**src/rtl/core/piecewise_linear_curve_lut_defines.svh**
```systemverilog
// ----------------------------------------------------------------------------
// Assertion macros for the piecewise-linear curve evaluator
// Shared concurrent assertion forms, sampled on clk and disabled in reset.
// ----------------------------------------------------------------------------
`ifndef PIECEWISE_LINEAR_CURVE_LUT_DEFINES_SVH
`define PIECEWISE_LINEAR_CURVE_LUT_DEFINES_SVH

// Same-cycle implication.
`define PLC_ASSERT_IMPL(label, ante, cons) \
    label: assert property (@(posedge clk) disable iff (!rst_n) (ante) |-> (cons)) \
        else $error("assertion failed");

// Next-cycle implication.
`define PLC_ASSERT_NEXT(label, ante, cons) \
    label: assert property (@(posedge clk) disable iff (!rst_n) (ante) |=> (cons)) \
        else $error("assertion failed");

`endif

```
**src/rtl/core/plc_pkg.sv**
```systemverilog
// ----------------------------------------------------------------------------
// Piecewise-linear curve evaluator package
// Request and result types, function codes and controller interface types.
// ----------------------------------------------------------------------------
package plc_pkg;

    localparam int PLC_MAX_POINTS = 16;
    localparam int LEVEL_W        = 8;

    localparam logic [1:0] FUNC_CLEAR  = 2'd0;
    localparam logic [1:0] FUNC_APPEND = 2'd1;
    localparam logic [1:0] FUNC_EVAL   = 2'd2;

    typedef struct packed {
        logic [1:0]         func;
        logic [LEVEL_W-1:0] point_in;
        logic [LEVEL_W-1:0] point_out;
        logic [LEVEL_W-1:0] query_index;
    } plc_req_t;

    typedef struct packed {
        logic [LEVEL_W-1:0] level;
        logic               no_points;
    } plc_res_t;

    typedef struct packed {
        logic clear;
        logic append;
        logic begin_eval;
        logic emit_empty;
        logic rd_en;
        logic emit_data;
        logic load_hi;
        logic step;
        logic mul_a;
        logic mul_b;
        logic div_step;
        logic emit_quot;
    } plc_ctrl_t;

    typedef struct packed {
        logic count_zero;
        logic found;
        logic exact_or_first;
        logic last;
        logic div_last;
    } plc_stat_t;

endpackage

```
**src/rtl/core/plc_ram.sv**
```systemverilog
// ----------------------------------------------------------------------------
// Generic single-port-write RAM
// One write port and one read port with a registered read.
// ----------------------------------------------------------------------------
module plc_ram #(
    parameter int WIDTH = 16,
    parameter int DEPTH = 16
) (
    input  logic                     clk,
    input  logic                     we,
    input  logic [$clog2(DEPTH)-1:0] waddr,
    input  logic [WIDTH-1:0]         wdata,
    input  logic                     re,
    input  logic [$clog2(DEPTH)-1:0] raddr,
    output logic [WIDTH-1:0]         rdata
);

    logic [WIDTH-1:0] mem [DEPTH];
    logic [WIDTH-1:0] rdata_reg;

    always_ff @(posedge clk)
    begin
        if (we)
        begin
            mem[waddr] <= wdata;
        end
        if (re)
        begin
            rdata_reg <= mem[raddr];
        end
    end

    assign rdata = rdata_reg;

endmodule

```
**src/rtl/core/plc_ctrl.sv**
```systemverilog
// ----------------------------------------------------------------------------
// Piecewise-linear curve evaluator controller
// Sequences the breakpoint search, the products and the serial division.
// ----------------------------------------------------------------------------
module plc_ctrl
    import plc_pkg::*;
(
    input  logic       clk,
    input  logic       rst_n,
    input  logic       start,
    input  logic [1:0] func,
    input  plc_stat_t  stat,
    output plc_ctrl_t  ctrl,
    output logic       busy
);

    typedef enum logic [5:0] {
        ST_IDLE  = 6'b000001,
        ST_READ  = 6'b000010,
        ST_CHECK = 6'b000100,
        ST_MUL_A = 6'b001000,
        ST_MUL_B = 6'b010000,
        ST_DIV   = 6'b100000
    } state_t;

    state_t state_reg;
    state_t state_next;

    always_ff @(posedge clk or negedge rst_n)
    begin
        if (!rst_n)
        begin
            state_reg <= ST_IDLE;
        end
        else
        begin
            state_reg <= state_next;
        end
    end

    always_comb
    begin
        ctrl       = '0;
        state_next = state_reg;
        case (state_reg)
            ST_IDLE:
            begin
                if (start)
                begin
                    case (func)
                        FUNC_CLEAR:  ctrl.clear = 1'b1;
                        FUNC_APPEND: ctrl.append = 1'b1;
                        FUNC_EVAL:
                        begin
                            if (stat.count_zero)
                            begin
                                ctrl.emit_empty = 1'b1;
                            end
                            else
                            begin
                                ctrl.begin_eval = 1'b1;
                                state_next      = ST_READ;
                            end
                        end
                        default: ;
                    endcase
                end
            end
            ST_READ:
            begin
                ctrl.rd_en = 1'b1;
                state_next = ST_CHECK;
            end
            ST_CHECK:
            begin
                if (stat.found)
                begin
                    if (stat.exact_or_first)
                    begin
                        ctrl.emit_data = 1'b1;
                        state_next     = ST_IDLE;
                    end
                    else
                    begin
                        ctrl.load_hi = 1'b1;
                        state_next   = ST_MUL_A;
                    end
                end
                else if (stat.last)
                begin
                    ctrl.emit_data = 1'b1;
                    state_next     = ST_IDLE;
                end
                else
                begin
                    ctrl.step  = 1'b1;
                    state_next = ST_READ;
                end
            end
            ST_MUL_A:
            begin
                ctrl.mul_a = 1'b1;
                state_next = ST_MUL_B;
            end
            ST_MUL_B:
            begin
                ctrl.mul_b = 1'b1;
                state_next = ST_DIV;
            end
            ST_DIV:
            begin
                ctrl.div_step = 1'b1;
                if (stat.div_last)
                begin
                    ctrl.emit_quot = 1'b1;
                    state_next     = ST_IDLE;
                end
            end
            default:
            begin
                state_next = ST_IDLE;
            end
        endcase
    end

    assign busy = (state_reg != ST_IDLE);

endmodule

```
**src/rtl/core/plc_datapath.sv**
```systemverilog
// ----------------------------------------------------------------------------
// Piecewise-linear curve evaluator datapath
// Breakpoint store, search registers, products, serial divider and result.
// ----------------------------------------------------------------------------
module plc_datapath
    import plc_pkg::*;
#(
    parameter int MAX_POINTS = PLC_MAX_POINTS
) (
    input  logic      clk,
    input  logic      rst_n,
    input  plc_req_t  req,
    input  plc_ctrl_t ctrl,
    output plc_stat_t stat,
    output logic      done,
    output plc_res_t  result
);

    localparam int IDX_W = $clog2(MAX_POINTS);
    localparam int CNT_W = $clog2(MAX_POINTS + 1);
    localparam int BP_W  = 2 * LEVEL_W;

    logic [CNT_W-1:0]   count_reg;
    logic [IDX_W-1:0]   j_reg;
    logic [2:0]         bit_cnt_reg;
    logic               done_reg;

    logic [LEVEL_W-1:0] idx_reg;
    logic [LEVEL_W-1:0] lo_in_reg;
    logic [LEVEL_W-1:0] lo_out_reg;
    logic [LEVEL_W-1:0] hi_in_reg;
    logic [LEVEL_W-1:0] hi_out_reg;
    logic [BP_W-1:0]    prod_reg;
    logic [LEVEL_W-1:0] rem_reg;
    logic [LEVEL_W-1:0] dvd_reg;
    logic [LEVEL_W-1:0] quot_reg;
    logic [LEVEL_W-1:0] run_reg;
    logic [LEVEL_W-1:0] level_reg;
    logic               no_points_reg;

    logic               full;
    logic [BP_W-1:0]    rd_data;
    logic [LEVEL_W-1:0] rd_in;
    logic [LEVEL_W-1:0] rd_out;
    logic [LEVEL_W-1:0] hi_minus_idx;
    logic [LEVEL_W-1:0] offset;
    logic [BP_W-1:0]    num;
    logic [LEVEL_W:0]   trial;
    logic [LEVEL_W:0]   trial_diff;
    logic               ge;
    logic [LEVEL_W-1:0] quot_next;

    assign full = (count_reg == CNT_W'(MAX_POINTS));

    plc_ram #(
        .WIDTH (BP_W),
        .DEPTH (MAX_POINTS)
    ) u_bp_ram (
        .clk   (clk),
        .we    (ctrl.append && !full),
        .waddr (count_reg[IDX_W-1:0]),
        .wdata ({req.point_in, req.point_out}),
        .re    (ctrl.rd_en),
        .raddr (j_reg),
        .rdata (rd_data)
    );

    assign rd_in  = rd_data[BP_W-1:LEVEL_W];
    assign rd_out = rd_data[LEVEL_W-1:0];

    assign hi_minus_idx = hi_in_reg - idx_reg;
    assign offset       = idx_reg - lo_in_reg;
    assign num          = prod_reg + BP_W'(hi_out_reg) * BP_W'(offset);

    assign trial      = {rem_reg, dvd_reg[LEVEL_W-1]};
    assign ge         = (trial >= {1'b0, run_reg});
    assign trial_diff = trial - {1'b0, run_reg};
    assign quot_next  = {quot_reg[LEVEL_W-2:0], ge};

    assign stat.count_zero     = (count_reg == '0);
    assign stat.found          = (rd_in >= idx_reg);
    assign stat.exact_or_first = (rd_in == idx_reg) || (j_reg == '0);
    assign stat.last           = ((CNT_W'(j_reg) + CNT_W'(1)) == count_reg);
    assign stat.div_last       = (bit_cnt_reg == 3'd7);

    always_ff @(posedge clk or negedge rst_n)
    begin
        if (!rst_n)
        begin
            count_reg   <= '0;
            j_reg       <= '0;
            bit_cnt_reg <= '0;
            done_reg    <= 1'b0;
        end
        else
        begin
            done_reg <= ctrl.emit_empty || ctrl.emit_data || ctrl.emit_quot;
            if (ctrl.clear)
            begin
                count_reg <= '0;
            end
            else if (ctrl.append && !full)
            begin
                count_reg <= count_reg + CNT_W'(1);
            end
            if (ctrl.begin_eval)
            begin
                j_reg <= '0;
            end
            else if (ctrl.step)
            begin
                j_reg <= j_reg + IDX_W'(1);
            end
            if (ctrl.mul_b)
            begin
                bit_cnt_reg <= '0;
            end
            else if (ctrl.div_step)
            begin
                bit_cnt_reg <= bit_cnt_reg + 3'd1;
            end
        end
    end

    always_ff @(posedge clk)
    begin
        if (ctrl.begin_eval)
        begin
            idx_reg <= req.query_index;
        end
        if (ctrl.step)
        begin
            lo_in_reg  <= rd_in;
            lo_out_reg <= rd_out;
        end
        if (ctrl.load_hi)
        begin
            hi_in_reg  <= rd_in;
            hi_out_reg <= rd_out;
        end
        if (ctrl.mul_a)
        begin
            prod_reg <= BP_W'(lo_out_reg) * BP_W'(hi_minus_idx);
        end
        if (ctrl.mul_b)
        begin
            rem_reg <= num[BP_W-1:LEVEL_W];
            dvd_reg <= num[LEVEL_W-1:0];
            run_reg <= hi_in_reg - lo_in_reg;
        end
        if (ctrl.div_step)
        begin
            rem_reg  <= ge ? trial_diff[LEVEL_W-1:0] : trial[LEVEL_W-1:0];
            dvd_reg  <= {dvd_reg[LEVEL_W-2:0], 1'b0};
            quot_reg <= quot_next;
        end
        if (ctrl.emit_empty)
        begin
            level_reg     <= '0;
            no_points_reg <= 1'b1;
        end
        else if (ctrl.emit_data)
        begin
            level_reg     <= rd_out;
            no_points_reg <= 1'b0;
        end
        else if (ctrl.emit_quot)
        begin
            level_reg     <= quot_next;
            no_points_reg <= 1'b0;
        end
    end

    assign done             = done_reg;
    assign result.level     = level_reg;
    assign result.no_points = no_points_reg;

endmodule

```
**src/rtl/core/piecewise_linear_curve_lut.sv**
```systemverilog
// ----------------------------------------------------------------------------
// Piecewise-linear curve evaluator
// Breakpoint store with search and linear interpolation of an 8-bit level.
// ----------------------------------------------------------------------------
// A request is taken when start is high and busy is low. Clear and append
// never raise busy and give no result. An evaluate request gives exactly
// one result, shown on result for a single cycle with done high, and the
// receiver cannot hold it off. With an empty store the result follows in
// the next cycle. Otherwise the search examines the breakpoints in order,
// each through a registered store read (ST_READ, then ST_CHECK); an
// interpolated result then passes the multiply states ST_MUL_A and
// ST_MUL_B and the bit-serial divider in ST_DIV before it is shown.
// ----------------------------------------------------------------------------
`include "piecewise_linear_curve_lut_defines.svh"

module piecewise_linear_curve_lut
    import plc_pkg::*;
#(
    parameter int MAX_POINTS = PLC_MAX_POINTS
) (
    input  logic     clk,
    input  logic     rst_n,
    input  logic     start,
    input  plc_req_t cmd,
    output logic     busy,
    output logic     done,
    output plc_res_t result
);

    plc_ctrl_t ctrl;
    plc_stat_t stat;

    plc_ctrl u_ctrl (
        .clk   (clk),
        .rst_n (rst_n),
        .start (start),
        .func  (cmd.func),
        .stat  (stat),
        .ctrl  (ctrl),
        .busy  (busy)
    );

    plc_datapath #(
        .MAX_POINTS (MAX_POINTS)
    ) u_datapath (
        .clk    (clk),
        .rst_n  (rst_n),
        .req    (cmd),
        .ctrl   (ctrl),
        .stat   (stat),
        .done   (done),
        .result (result)
    );

    `PLC_ASSERT_IMPL(a_done_has_cause, done, $past(busy || start))
    `PLC_ASSERT_IMPL(a_done_when_idle, done, !busy)
    `PLC_ASSERT_IMPL(a_empty_level_zero, done && result.no_points, result.level == '0)
    `PLC_ASSERT_NEXT(a_eval_progress, start && !busy && (cmd.func == FUNC_EVAL), busy || done)

endmodule

```
**config.mk**
```make
export PLATFORM = sky130hd
export DESIGN_NAME = piecewise_linear_curve_lut
export DESIGN_NICKNAME = d
export VERILOG_FILES = /design/src/rtl/core/plc_pkg.sv /design/src/rtl/core/plc_ram.sv /design/src/rtl/core/plc_ctrl.sv /design/src/rtl/core/plc_datapath.sv /design/src/rtl/core/piecewise_linear_curve_lut.sv
export VERILOG_INCLUDE_DIRS = /design/src /design/src/rtl/core
export SDC_FILE = /design/constraint.sdc
export NUM_CORES = 1
export LEC_CHECK = 0
export BUFFER_PORTS_ARGS = -buffer_cell sky130_fd_sc_hd__buf_2
export CAP_MARGIN = 5
export CORE_AREA = 2 2 197 218
export DETAILED_ROUTE_END_ITERATION = 8
export DIE_AREA = 0 0 199 220
export PLACE_DENSITY_LB_ADDON = 0.25
export SLEW_MARGIN = 10
export SYNTH_ARGS = -nofsm -noshare
export SYNTH_HDL_FRONTEND = slang
export SYNTH_SLANG_ARGS = --single-unit
```
**constraint.sdc**
```tcl
create_clock -name clk -period 8.64 [get_ports clk]
set_clock_uncertainty 0.1 [all_clocks]
set_input_delay 0 -clock clk [delete_from_list [all_inputs] [get_ports clk]]
set_output_delay 0 -clock clk [all_outputs]
set_load 0.005 [all_outputs]
```
==> results.toml <==
[cts]
clockRootBuffer = "clkbuf_16"
max-clock-path-buffers = 3
clock_sinks = 387
clkLatencyLatePin_ns = 0.58
cts_buffers = 41
htree_num_levels = 2
cts_tree = "done"
clkSlewWorstSetupHoldPaths_ns = 0.06

[worst_hold_path]
worstHoldEndpoint = "u_datapath.idx_reg[0]$_DFFE_PP_"
hp-start = "cmd[0]"
min_path_type = "primary input to flip-flop"
hold_depth = 2

[critical_path]
reg2reg_depth = 23
r2r_slack_ns = 2.08
timing.rr.start = "u_datapath.lo_in_reg[1]$_DFFE_PP_"
startpoint_type = "flip-flop"
arrival_ns = 6.75
crit_chain = "inv_1 > ha_1 > nor2b_1 > o21ai_0 > a21boi_0 > o21ai_0 > a21oi_1 > xnor2_1 > nand2_1 > fa_1 > fa_1 > inv_1 > fa_1 > inv_1 > fa_1 > inv_1 > ha_1 > or3_1 > o22a_1 > a41o_1 > o41ai_1 > xnor2_1 > o22ai_1"
r2r-end = "u_datapath.rem_reg[7]$_DFFE_PP_"
slowest_delay_ns = 0.54
worstSetupPathType = "flip-flop to flip-flop"
worstPathRequired_ns = 8.82
cp-end-kind = "flip-flop"
path_max_fanout = 8
cp-startpoint = "u_datapath.lo_in_reg[1]$_DFFE_PP_"
critPathSlowestCell = "fa_1"

[sta]
max_freq_mhz = 152
finalHoldViolCount = 0
fin_tns_setup_ns = 0
layout_min_cycle_time_ns = 6.56
maxSlewViolCount = 0
worst_pin_slew_ns = 1.07
final.period_utilization_pct = 76.0
maxSlewHeadroom_pct = 28.2
worst_slack_ns = 2.08
finalSetupViolCount = 0
rsz0062_at_grt = "no"

[route]
first_pass_iters = 5
ant_nets = 0
routed_wl_um = 43000
viasPerCell = 5.40
post-route-drc-count = 0
wl_per_cell_um = 20.2
drt_iter0_markers = 607
vias = 11500

[finish]
final_core_util_pct = 55.4
synthToLayoutAreaGrowth_pct = 13.1
fin_nets = 1759
antenna_cells = 0
drive_above_1_share_pct = 15.6
largest_register_ffs = 256

[placed_design]
pre_cts_slack_ns = 2.09
place_hpwl_um = 28900
gp_congestion = 0.827
io_buffers = 39

[synth]
async_flop_share_pct = 4.91
synth_area_um2 = 20500
synthesis.nets = 1648
ys_ff_latch = 387
synth_cell_types = 69
yosysTopAreaCellShare_pct = 52.4
avgSynthCellArea_um2 = 14.5
yosysSeqAreaShare_pct = 55.8
synth_edf_count = 358
synth_flop_cell = "edfxtp_1"
synth_commonest_cells = "edfxtp_1, inv_1, ha_1"
netlist_instances = 1412
yosysWarnings = 0
ys_top_cells_by_area = "edfxtp_1, fa_1, mux4_2, ha_1, inv_1"
yosysMostFrequentCell = "edfxtp_1"
synth_top_area_cell = "edfxtp_1"

[floorplanning]
rows = 79
die_w_um = 199
dieArea_um2 = 43800
die_h_um = 220
core_um2 = 41800
io_pins = 40
start_util_pct = 49.0

[global_routing]
met3_usage_pct = 2.43
top_usage_layer = "met2"
grt_max_degree = 69
grt-ovfl-total = 0
use_met2_pct = 36.5
grt_pass1_vias = 12100
gr-usage-all-layers_pct = 20.8
grt_use_met1_pct = 25.7
grt_pass1_wl_um = 67100
grt_antenna_before_repair = 0

[outcome]
status = "finished clean"

[power_and_ir_drop]
p_clk_share_pct = 30.2
power_frac_comb_pct = 31.3
swShare_pct = 29.8
p_seq_share_pct = 38.5
p_switching_mw = 1.71
internal_power_mw = 4.03
ir_worst_vdd_mv = 0.197
p_per_area_nw_per_um2 = 248
power_leakage_nw = 8.99

[flow_run]
max-cap-violations = 0
[area by class of cell]
class,instances,area (um2)
timing repair buffer,96,706
multi-input combinational,800,8260
sequential,387,11400
clock inverter,25,235
tap,567,709
fill,3358,18600
clock buffer,50,1090
inverter,197,739
[worst max-delay path by stage]
stage | slack, ns | to
finish | 2.08 | u_datapath.rem_reg[7]$_DFFE_PP_
global placement | 2.21 | u_datapath.rem_reg[7]$_DFFE_PP_
detailed placement | 2.09 | u_datapath.rem_reg[7]$_DFFE_PP_
CTS | 2.09 | u_datapath.rem_reg[7]$_DFFE_PP_
global route | 1.63 | u_datapath.rem_reg[7]$_DFFE_PP_
floorplan | 2.54 | u_datapath.rem_reg[7]$_DFFE_PP_
[cells in the final DEF (no fill, tap or decap), types with 4 or more instances in the layout]
master | synthesis | layout
nand2b_1 | 18 | 18
a22o_1 | 8 | 8
nand3_1 | 11 | 11
nor2_2 | 1 | 13
a2bb2oi_1 | 8 | 8
fa_1 | 90 | 90
clkinvlp_4 | 0 | 4
dlygate4sd3_1 | 0 | 33
mux2i_1 | 10 | 10
xor2_1 | 17 | 17
xnor2_1 | 36 | 36
nor2_1 | 69 | 57
nor3_2 | 0 | 4
clkbuf_1 | 13 | 7
buf_2 | 9 | 39
o21ai_0 | 28 | 28
and2_1 | 69 | 69
dfxtp_1 | 10 | 10
inv_1 | 196 | 196
mux4_2 | 80 | 80
nor2b_1 | 18 | 18
o21a_1 | 11 | 11
ha_1 | 117 | 117
buf_4 | 1 | 24
a21oi_1 | 39 | 39
dfrtp_1 | 18 | 16
clkinv_2 | 0 | 7
a21o_1 | 7 | 7
clkinv_1 | 0 | 8
nor3_1 | 13 | 9
clkbuf_16 | 0 | 42
mux2_2 | 4 | 4
or3_1 | 7 | 7
edfxtp_1 | 358 | 358
nand2_1 | 82 | 82
[power by group through the flow]
stage               Clock, mW  Sequential (mW)  Combinational [mW]
CTS                      1.77             2.22                1.83
global placement            0             2.25                1.79
detailed placement          0             2.25                1.82
global route             1.83             2.22                2.05
finish                   1.73             2.21                1.80
floorplan                   0             2.23                1.43
[worst max-delay path, delay by kind of cell (launching register included)]
family	cells	cell delay, ns
compound gates	8	1.56
xor+xnor	2	0.64
fa+ha+maj	6	2.60
buf+inv	4	0.29
flops	1	0.42
simple gates	3	0.66
[per-stage QoR]
step	power (mW)	instances	instance area (um2)	hold WS [ns]
2_1_floorplan	3.65	1412	20500	-0.396
3_3_place_gp	4.04	2014	21500	-0.119
3_5_place_dp	4.07	2014	21500	-0.123
4_1_cts	5.82	2122	23200	0.0605
5_1_grt	6.10	2122	23200	0.0837
6_report	5.74	2122	23200	0.0800
[kinds of logic after synthesis]
group | Yosys count | synth area share [%]
buffers and inverters | 225 | 4.23
AOI/OAI and AO/OA | 131 | 4.38
DFF | 387 | 55.8
adders and majority gates | 207 | 15.9
xor gates and xnor gates | 53 | 2.26
muxes | 95 | 9.55
and+or+nand+nor | 314 | 7.89
[timing repair]
action,in CTS,in global routing
buffers inserted,0,0
hold buffers,33,0
gates resized for setup,0,0
hold endpoints to repair,304,0
[routing by layer]
layer  share of wire (%)  vias up  wire, um
met5                   0        -         0
met4                 4.1        0      1750
met3                 4.0       88      1730
met2                  52      233     22400
met1                  40     5860     17100
li1                    -     5279         -
No activity file was read; power rests on OpenSTA's default activity.
